==> src/hdl/gcw_pkg.sv <==
// Shared types and constants for the gilbert curve walker.
// No dependencies; imported by the core and its checker.
package gcw_pkg;

    localparam int GCW_MAX_DIM     = 1024;
    localparam int GCW_STACK_DEPTH = 32;
    localparam int GCW_CFG_W       = 11;
    localparam int GCW_PHASE_W     = 3;

    // register index as decoded from paddr[2]
    localparam logic REG_GRID_WIDTH  = 1'b0;
    localparam logic REG_GRID_HEIGHT = 1'b1;

    localparam logic [GCW_PHASE_W-1:0] PH_0 = 3'd0;
    localparam logic [GCW_PHASE_W-1:0] PH_1 = 3'd1;
    localparam logic [GCW_PHASE_W-1:0] PH_2 = 3'd2;
    localparam logic [GCW_PHASE_W-1:0] PH_3 = 3'd3;
    localparam logic [GCW_PHASE_W-1:0] PH_4 = 3'd4;

    typedef enum logic [2:0] {
        ST_IDLE,
        ST_READ,
        ST_EVAL,
        ST_PUSH,
        ST_OUT
    } t_state;

endpackage

==> src/hdl/gilbert_curve_2d_walker_core.sv <==
// Gilbert curve walker core: frame stack in a synchronous RAM, sequencer.
// Depends on gcw_pkg.
//
// channel   | dir | fields (low bit first)
// s_axis    | in  | tdata: restart
// m_axis    | out | tdata: cell_x, cell_y, curve_index; tlast: last_cell; tuser: exhausted
// apb       | cfg | 0x0 grid_width, 0x4 grid_height
//
// Restart and exhausted requests pass through accept and output load.
// An advance passes through accept, frame read, evaluate and output load, with a push step per frame
// push and a read and evaluate per frame pop; each stack step is one frame RAM read plus an evaluate.
// Reset is synchronous and needs no clearing pass; the walk starts ended.
// A stalled output holds the sequencer in ST_OUT; one request at a time.
module gilbert_curve_2d_walker_core
    import gcw_pkg::*;
#(
    parameter int MAX_DIM     = GCW_MAX_DIM,
    parameter int STACK_DEPTH = GCW_STACK_DEPTH,
    localparam int CW   = $clog2(MAX_DIM),
    localparam int SW   = 2 * CW,
    localparam int ODW  = ((2 * CW + SW + 7) / 8) * 8
) (
    input  logic           i_clk,
    input  logic           i_rst_n,
    input  logic           s_axis_tvalid,
    output logic           s_axis_tready,
    input  logic [7:0]     s_axis_tdata,   // [0] restart
    output logic           m_axis_tvalid,
    input  logic           m_axis_tready,
    output logic [ODW-1:0] m_axis_tdata,   // cell_x, cell_y, curve_index, zero pad
    output logic           m_axis_tlast,   // last_cell
    output logic           m_axis_tuser,   // exhausted
    input  logic           psel,
    input  logic           penable,
    input  logic           pwrite,
    input  logic [2:0]     paddr,
    input  logic [31:0]    pwdata,
    output logic [31:0]    prdata,
    output logic           pready
);

    localparam int DIMW = CW + 1;
    localparam int TW   = 2 * DIMW;
    localparam int DW   = CW + 2;
    localparam int FW   = 4 * DW + GCW_PHASE_W;
    localparam int AW   = $clog2(STACK_DEPTH);
    localparam int SPW  = $clog2(STACK_DEPTH + 1);

    function automatic logic [DIMW-1:0] f_eff(input logic [GCW_CFG_W-1:0] raw);
        logic [31:0] d;
        d = {{(32-GCW_CFG_W){1'b0}}, raw & ~GCW_CFG_W'(1)};
        if (d < 32'd2) d = 32'd2;
        if (d > 32'(MAX_DIM)) d = 32'(MAX_DIM);
        return d[DIMW-1:0];
    endfunction

    function automatic logic signed [DW-1:0] f_half(input logic signed [DW-1:0] v);
        return (v + $signed(DW'(v < 0))) >>> 1;
    endfunction

    function automatic logic signed [1:0] f_sgn(input logic signed [DW-1:0] v);
        return (v == 0) ? 2'sd0 : ((v > 0) ? 2'sd1 : -2'sd1);
    endfunction

    function automatic logic signed [DW-1:0] f_abs(input logic signed [DW-1:0] v);
        return (v < 0) ? -v : v;
    endfunction

    function automatic logic [FW-1:0] f_pack(input logic signed [DW-1:0] ax, ay, bx, by,
                                             input logic [GCW_PHASE_W-1:0] ph);
        return {ax, ay, bx, by, ph};
    endfunction

    t_state r_state, n_state;

    logic [GCW_CFG_W-1:0] r_width, r_height;
    logic [CW-1:0]        r_pos_x, n_pos_x, r_pos_y, n_pos_y;
    logic [SW-1:0]        r_step, n_step;
    logic [SPW-1:0]       r_sp, n_sp;
    logic [CW-1:0]        r_seg, n_seg;
    logic                 r_done, n_done;
    logic                 r_exh, n_exh;
    logic [FW-1:0]        r_child, n_child;

    logic                 r_ovalid;
    logic [ODW-1:0]       r_odata;
    logic                 r_olast, r_oexh;

    logic [FW-1:0]        r_mem [STACK_DEPTH];
    logic [FW-1:0]        r_rdata;
    logic                 mem_we;
    logic [AW-1:0]        mem_waddr, rd_addr;
    logic [FW-1:0]        mem_wdata;
    logic [SPW-1:0]       sp_m1;

    logic [DIMW-1:0]      eff_w, eff_h;
    logic [TW-1:0]        total;
    logic                 cfg_wr, in_acc, out_load;

    logic signed [DW-1:0] ax, ay, bx, by, ax1, ay1, bx1, by1, ax2, ay2, bx2, by2;
    logic signed [DW-1:0] ww, hh, lenv, sa1, sb1;
    logic signed [1:0]    dax, day, dbx, dby, mv_x, mv_y;
    logic [GCW_PHASE_W-1:0] ph;
    logic [TW-1:0]        step_inc;

    // configuration
    assign pready = 1'b1;
    assign cfg_wr = psel & penable & pwrite & pready;
    assign prdata = (paddr[2] == REG_GRID_HEIGHT) ? {21'b0, r_height} : {21'b0, r_width};

    always_ff @(posedge i_clk) begin
        if (!i_rst_n) begin
            r_width  <= GCW_CFG_W'(16);
            r_height <= GCW_CFG_W'(16);
        end else if (cfg_wr) begin
            if (paddr[2] == REG_GRID_WIDTH) r_width <= pwdata[GCW_CFG_W-1:0];
            else                            r_height <= pwdata[GCW_CFG_W-1:0];
        end
    end

    assign eff_w = f_eff(r_width);
    assign eff_h = f_eff(r_height);
    assign total = TW'(eff_w) * TW'(eff_h);

    // frame RAM
    assign sp_m1   = r_sp - SPW'(1);
    assign rd_addr = sp_m1[AW-1:0];

    always_ff @(posedge i_clk) begin
        if (mem_we) r_mem[mem_waddr] <= mem_wdata;
        r_rdata <= r_mem[rd_addr];
    end

    // frame decode
    always_comb begin
        {ax, ay, bx, by, ph} = r_rdata;
        ww  = f_abs(ax + ay);
        hh  = f_abs(bx + by);
        dax = f_sgn(ax);
        day = f_sgn(ay);
        dbx = f_sgn(bx);
        dby = f_sgn(by);
        ax1 = f_half(ax);
        ay1 = f_half(ay);
        bx1 = f_half(bx);
        by1 = f_half(by);
        sa1 = ax1 + ay1;
        sb1 = bx1 + by1;
        if (sa1[0] && ww > DW'(2)) begin
            ax1 = ax1 + DW'(dax);
            ay1 = ay1 + DW'(day);
        end
        if (sb1[0] && hh > DW'(2)) begin
            bx1 = bx1 + DW'(dbx);
            by1 = by1 + DW'(dby);
        end
        ax2  = ax - ax1;
        ay2  = ay - ay1;
        bx2  = bx - bx1;
        by2  = by - by1;
        lenv = (hh == DW'(1)) ? ww : hh;
    end

    assign in_acc   = s_axis_tvalid & s_axis_tready;
    assign out_load = (r_state == ST_OUT) && (!r_ovalid || m_axis_tready);
    assign s_axis_tready = (r_state == ST_IDLE);

    always_ff @(posedge i_clk) begin
        if (!i_rst_n) begin
            r_state <= ST_IDLE;
            r_pos_x <= '0;
            r_pos_y <= '0;
            r_step  <= '0;
            r_sp    <= '0;
            r_seg   <= '0;
            r_done  <= 1'b1;
            r_exh   <= 1'b0;
        end else begin
            r_state <= n_state;
            r_pos_x <= n_pos_x;
            r_pos_y <= n_pos_y;
            r_step  <= n_step;
            r_sp    <= n_sp;
            r_seg   <= n_seg;
            r_done  <= n_done;
            r_exh   <= n_exh;
        end
        r_child <= n_child;
    end

    always_comb begin
        n_state   = r_state;
        n_pos_x   = r_pos_x;
        n_pos_y   = r_pos_y;
        n_step    = r_step;
        n_sp      = r_sp;
        n_seg     = r_seg;
        n_done    = r_done | cfg_wr;
        n_exh     = r_exh;
        n_child   = r_child;
        mem_we    = 1'b0;
        mem_waddr = rd_addr;
        mem_wdata = f_pack(ax, ay, bx, by, ph + GCW_PHASE_W'(1));
        mv_x      = 2'sd0;
        mv_y      = 2'sd0;
        step_inc  = TW'(r_step) + TW'(1);

        case (r_state)
            ST_IDLE: begin
                if (in_acc) begin
                    n_exh = 1'b0;
                    if (s_axis_tdata[0]) begin
                        n_pos_x   = '0;
                        n_pos_y   = '0;
                        n_step    = '0;
                        n_seg     = '0;
                        n_done    = 1'b0;
                        n_sp      = SPW'(1);
                        mem_we    = 1'b1;
                        mem_waddr = '0;
                        if (eff_w >= eff_h)
                            mem_wdata = f_pack(DW'(eff_w), '0, '0, DW'(eff_h), PH_0);
                        else
                            mem_wdata = f_pack('0, DW'(eff_h), DW'(eff_w), '0, PH_0);
                        n_state = ST_OUT;
                    end else if (r_done) begin
                        n_exh   = 1'b1;
                        n_state = ST_OUT;
                    end else begin
                        n_state = ST_READ;
                    end
                end
            end
            ST_READ: begin
                if (r_sp == '0) begin
                    // curve ran out before the last index
                    n_done  = 1'b1;
                    n_exh   = 1'b1;
                    n_state = ST_OUT;
                end else begin
                    n_state = ST_EVAL;
                end
            end
            ST_EVAL: begin
                n_state = ST_READ;
                if (ww == DW'(2) && hh == DW'(2)) begin
                    case (ph)
                        PH_0: begin mv_x = dbx; mv_y = dby; n_state = ST_OUT; end
                        PH_1: begin mv_x = dax; mv_y = day; n_state = ST_OUT; end
                        PH_2: begin mv_x = -dbx; mv_y = -dby; n_state = ST_OUT; end
                        default: n_sp = sp_m1;
                    endcase
                    mem_we = (n_state == ST_OUT);
                end else if (hh == DW'(1) || ww == DW'(1)) begin
                    if ((DW+1)'(r_seg) + (DW+1)'(1) < (DW+1)'(lenv)) begin
                        n_seg = r_seg + CW'(1);
                        if (hh == DW'(1)) begin mv_x = dax; mv_y = day; end
                        else begin mv_x = dbx; mv_y = dby; end
                        n_state = ST_OUT;
                    end else begin
                        n_sp = sp_m1;
                    end
                end else begin
                    mem_we = 1'b1;
                    if ((DW+2)'(ww) * (DW+2)'(2) > (DW+2)'(hh) * (DW+2)'(3)) begin
                        case (ph)
                            PH_0: begin n_child = f_pack(ax1, ay1, bx, by, PH_0);
                                        n_state = ST_PUSH; end
                            PH_1: begin mv_x = dax; mv_y = day; n_state = ST_OUT; end
                            PH_2: begin n_child = f_pack(ax2, ay2, bx, by, PH_0);
                                        n_state = ST_PUSH; end
                            default: begin mem_we = 1'b0; n_sp = sp_m1; end
                        endcase
                    end else begin
                        case (ph)
                            PH_0: begin n_child = f_pack(bx1, by1, ax1, ay1, PH_0);
                                        n_state = ST_PUSH; end
                            PH_1: begin mv_x = dbx; mv_y = dby; n_state = ST_OUT; end
                            PH_2: begin n_child = f_pack(ax, ay, bx2, by2, PH_0);
                                        n_state = ST_PUSH; end
                            PH_3: begin mv_x = -dbx; mv_y = -dby; n_state = ST_OUT; end
                            PH_4: begin n_child = f_pack(-bx1, -by1, -ax2, -ay2, PH_0);
                                        n_state = ST_PUSH; end
                            default: begin mem_we = 1'b0; n_sp = sp_m1; end
                        endcase
                    end
                end
                if (n_state == ST_OUT) begin
                    n_pos_x = r_pos_x + CW'(mv_x);
                    n_pos_y = r_pos_y + CW'(mv_y);
                    n_step  = step_inc[SW-1:0];
                    if (TW'(n_step) + TW'(1) >= total) n_done = 1'b1;
                end
            end
            ST_PUSH: begin
                // drop the child when the stack is full
                if (r_sp < SPW'(STACK_DEPTH)) begin
                    mem_we    = 1'b1;
                    mem_waddr = r_sp[AW-1:0];
                    mem_wdata = r_child;
                    n_sp      = r_sp + SPW'(1);
                    n_seg     = '0;
                end
                n_state = ST_READ;
            end
            ST_OUT: begin
                if (out_load) n_state = ST_IDLE;
            end
            default: n_state = ST_IDLE;
        endcase
    end

    // output register
    always_ff @(posedge i_clk) begin
        if (!i_rst_n) r_ovalid <= 1'b0;
        else if (out_load) r_ovalid <= 1'b1;
        else if (m_axis_tready) r_ovalid <= 1'b0;
        if (out_load) begin
            r_odata <= ODW'({r_step, r_pos_y, r_pos_x});
            r_olast <= (step_inc == total);
            r_oexh  <= r_exh;
        end
    end

    assign m_axis_tvalid = r_ovalid;
    assign m_axis_tdata  = r_odata;
    assign m_axis_tlast  = r_olast;
    assign m_axis_tuser  = r_oexh;

endmodule

==> config.mk <==
export PLATFORM = sky130hd
export DESIGN_NAME = gilbert_curve_2d_walker_core
export DESIGN_NICKNAME = d
export VERILOG_FILES = /design/src/hdl/gcw_pkg.sv /design/src/hdl/gilbert_curve_2d_walker_core.sv
export SDC_FILE = /design/constraint.sdc
export NUM_CORES = 2
export LEC_CHECK = 0
export BUFFER_PORTS_ARGS = -buffer_cell sky130_fd_sc_hd__buf_2
export CORE_MARGIN = 2
export CORE_UTILIZATION = 38
export DETAILED_ROUTE_END_ITERATION = 6
export SLEW_MARGIN = 40
export SYNTH_ARGS = -nofsm -noshare
export SYNTH_HDL_FRONTEND = slang
export SYNTH_SLANG_ARGS = --single-unit
==> constraint.sdc <==
create_clock -name i_clk -period 18.9 [get_ports i_clk]
set_input_delay 0.945 -clock i_clk [delete_from_list [all_inputs] [get_ports i_clk]]
set_output_delay 0.945 -clock i_clk [all_outputs]
set_load 0.02 [all_outputs]
==> run metrics <==
Setup violations, final=0; routed via count=49791; Max VDD drop=0.7413 mV; Final Worst Setup Slack=just over 8 ns; # rows=175; insertion delay to the later sink of the worst-skew pair=~0.85 ns; Nets=6084; initial DRC count=approximately 5000; CTS Root Cell=clkbuf_16; Via-to-Cell Ratio=about 5.6; TritonCTS clock tree=built; Final Util=43.37%; async set-reset flop share out of synthesis=0%; DRT antenna net count=0; largest area contributor in the netlist=edfxtp_1; startpoint types=register; layout cells sized above 1=a little over a fifth; slowest CP cell=dfxtp_1; commonest cells after routing, fill and taps aside=edfxtp_1 (1722), mux4_2 (510), ha_1 (300); most common cell after layout, fill and taps aside=edfxtp_1; Worst-Margin Slew=0.8928 ns; Syn Area/Cell=approximately 16 µm²; CP Class=reg -> reg; largest net degree at the start of global routing=roughly 130; gp weighted congestion=approximately 0.86; clock buffer count from CTS=185; DP Wirelength=around 140 mm; Hold Path Sink=r_height[4]; first-pass GRT wire length=approximately 330 mm; power per cell area=between 150 and 200 mW/mm²; post-CTS resize count=0; synthesized flop and latch total=approximately 1900; reg-to-reg endpoint=r_pos_x[9]; Syn. warnings=0; Max-Cap Viols=0; final hold vios=0; Synth cell types=around 100; worst reg-to-reg setup slack=between 8 and 9 ns; router iterations before antenna repair=7; clock skew=~0.042 ns; final WL=about 230 mm; Tot GR Track Use=slightly below 20%; dominant cells by area after synthesis=edfxtp_1 (59%), mux4_2 (13%), ha_1 (4.3%); hold-fix buffers at CTS=0; H-tree levels=4; IO Pins=127; DRC violations left=0; r2r startpoint=r_rdata[5]; Hold/Removal Path Class=in -> reg; setup total negative slack=0 ns; vias in the first global route=roughly 50000; CP peak stage delay=0.76 ns; Die Ht=482.7 µm; Hold Path Depth=3; Core Area=around 0.23 mm²; worst-path fanout max=33; clock buffer depth=3; Hold Startpoint=pwdata[4]; fin crit period=between 10 and 15 ns; CTS clock-pin slew for the worst setup and hold paths=~0.070 ns; Seq/Total Area, Yosys=between 60% and 70%; post-synth top area share=about three fifths; CTS Sinks=about 1900; initial antenna violation count=6; final slew viol count=0; PortBufs=74; WP data arrival=roughly 12 ns; die width=482.7 µm; Synth-to-Final Area Change=13.42%; DR WL/cell=approximately 26 µm; Leak=32.83 nW; grt ovf=0; Cells after Synth=between 5000 and 6000; outcome=finished clean; fmax=around 93 MHz; CP required=between 15 and 20 ns; Die ar.=~0.23 mm²; Top FF cell, synth=edfxtp_1; Initial Utilization=a little under two fifths; Crit. End Element=register; setup repair after global routing missed its margin=no; Post-Syn Area=around 0.087 mm²; Setup Buffers After CTS=0; Setup WS pre-CTS=just over 8 ns; most frequent cell on the critical path=a21oi_1; final worst-path cycle share=between 50 and 60%; number of synthesized flops with an enable pin=around 1700; Slew HR=between 40% and 50%; cell count of the worst reg-to-reg path=47
[per-stage QoR]
step / total power [mW] / hold slack, ns / instance area [µm²] / instances
floorplan: 10.05 / 0.4029 / 87150 / 5528
global placement: 11.86 / 0.4390 / 91630 / 8442
detailed placement: 11.98 / 0.4435 / 92340 / 8465
CTS: 15.73 / 0.2840 / 98510 / 8815
global route: 16.69 / 0.3203 / 98760 / 8833
finish: 15.77 / 0.3451 / 98760 / 8835
[sequential cells by signal, summed over array words and instances (netlist names), 3 cells and up]
register / flops
r_mem: 1632
r_rdata: 51
r_child: 48
m_axis_tdata: 40
r_step: 20
r_height: 11
r_width: 11
r_pos_x: 10
r_pos_y: 10
r_seg: 10
r_sp: 6
r_state: 3
[area by class of cell]
class / count / area (µm²)
sequential: 1857 / 54420
fill: 19942 / 129000
tap: 3009 / 3765
inverter: 248 / 930.9
clock inverter: 103 / 1196
timing repair buffer: 226 / 2021
antenna: 6 / 15.01
clock buffer: 247 / 4974
multi-input combinational: 3139 / 31440
[cell usage after synthesis (16+ instances only)]
master	instances
dfxtp_1	135
xor2_1	121
nor3_1	84
clkbuf_1	192
fa_1	76
a22oi_1	45
nand4_1	16
or3_1	38
nor2_1	307
buf_4	22
o21bai_1	30
mux4_2	510
o21a_1	29
a211oi_1	24
buf_1	53
o21ai_0	151
ha_1	301
nor4_1	33
mux2_2	69
a221oi_1	19
and3_1	35
nand2b_1	28
mux2i_1	46
edfxtp_1	1722
a21boi_0	37
and2_1	30
a21o_1	36
inv_1	240
a21oi_1	173
o22ai_1	19
nand2_1	302
nor3b_1	16
xnor2_1	143
a21boi_1	37
nand3_1	100
nor2b_1	48
a31oi_1	18
[logic make-up after synthesis]
| group | synth area share (%) |
|---|---|
| XOR/XNOR | 2.674 |
| multiplexers | 14.62 |
| flip-flops | 62.49 |
| AO/OA/AOI/OAI | 5.746 |
| other | 0.008624 |
| buffers and inverters | 2.427 |
| adder cells (fa/ha/maj) | 6.072 |
| AND/OR/NAND/NOR | 5.962 |
[worst max-delay path: cells and delay by family (launching register included)]
| kind | cells | cell delay [ns] |
|---|---|---|
| AO/OA/AOI/OAI | 25 | 4.85 |
| XOR/XNOR | 2 | 0.58 |
| adder cells (fa/ha/maj) | 5 | 1.64 |
| buffers and inverters | 3 | 0.79 |
| flip-flops | 1 | 0.76 |
| AND/OR/NAND/NOR | 12 | 2.07 |
[power by group]
group	internal [mW]	switching (mW)
clock	2.13	1.59
combinational	2.50	4.42
sequential	5.05	0.0852
[worst max-delay path by stage]
| stage | startpoint | endpoint | slack, ns | depth (start not counted) |
|---|---|---|---|---|
| 2_1_floorplan | r_rdata[4] | r_child[10] | 7.47 | 31 |
| 3_5_place_dp | r_rdata[5] | r_pos_x[9] | 8.20 | 47 |
| 6_report | r_rdata[5] | r_pos_x[9] | 8.11 | 47 |
| 3_3_place_gp | r_rdata[5] | r_mem[18][21] | 7.69 | 36 |
| 4_1_cts | r_rdata[5] | r_pos_x[9] | 8.19 | 47 |
| 5_1_grt | r_rdata[5] | r_pos_x[9] | 7.24 | 47 |
[layer usage]
layer / up-vias / part of all wire (%) / global-route usage [%]
li1: 21792 / - / -
met1: 25989 / 43 / 27.36
met2: 1741 / 48 / 31.50
met3: 267 / 6.8 / 3.008
met4: 2 / 2.0 / 4.554
met5: - / 0.0062 / 0
(Power assumes the default switching activity.)
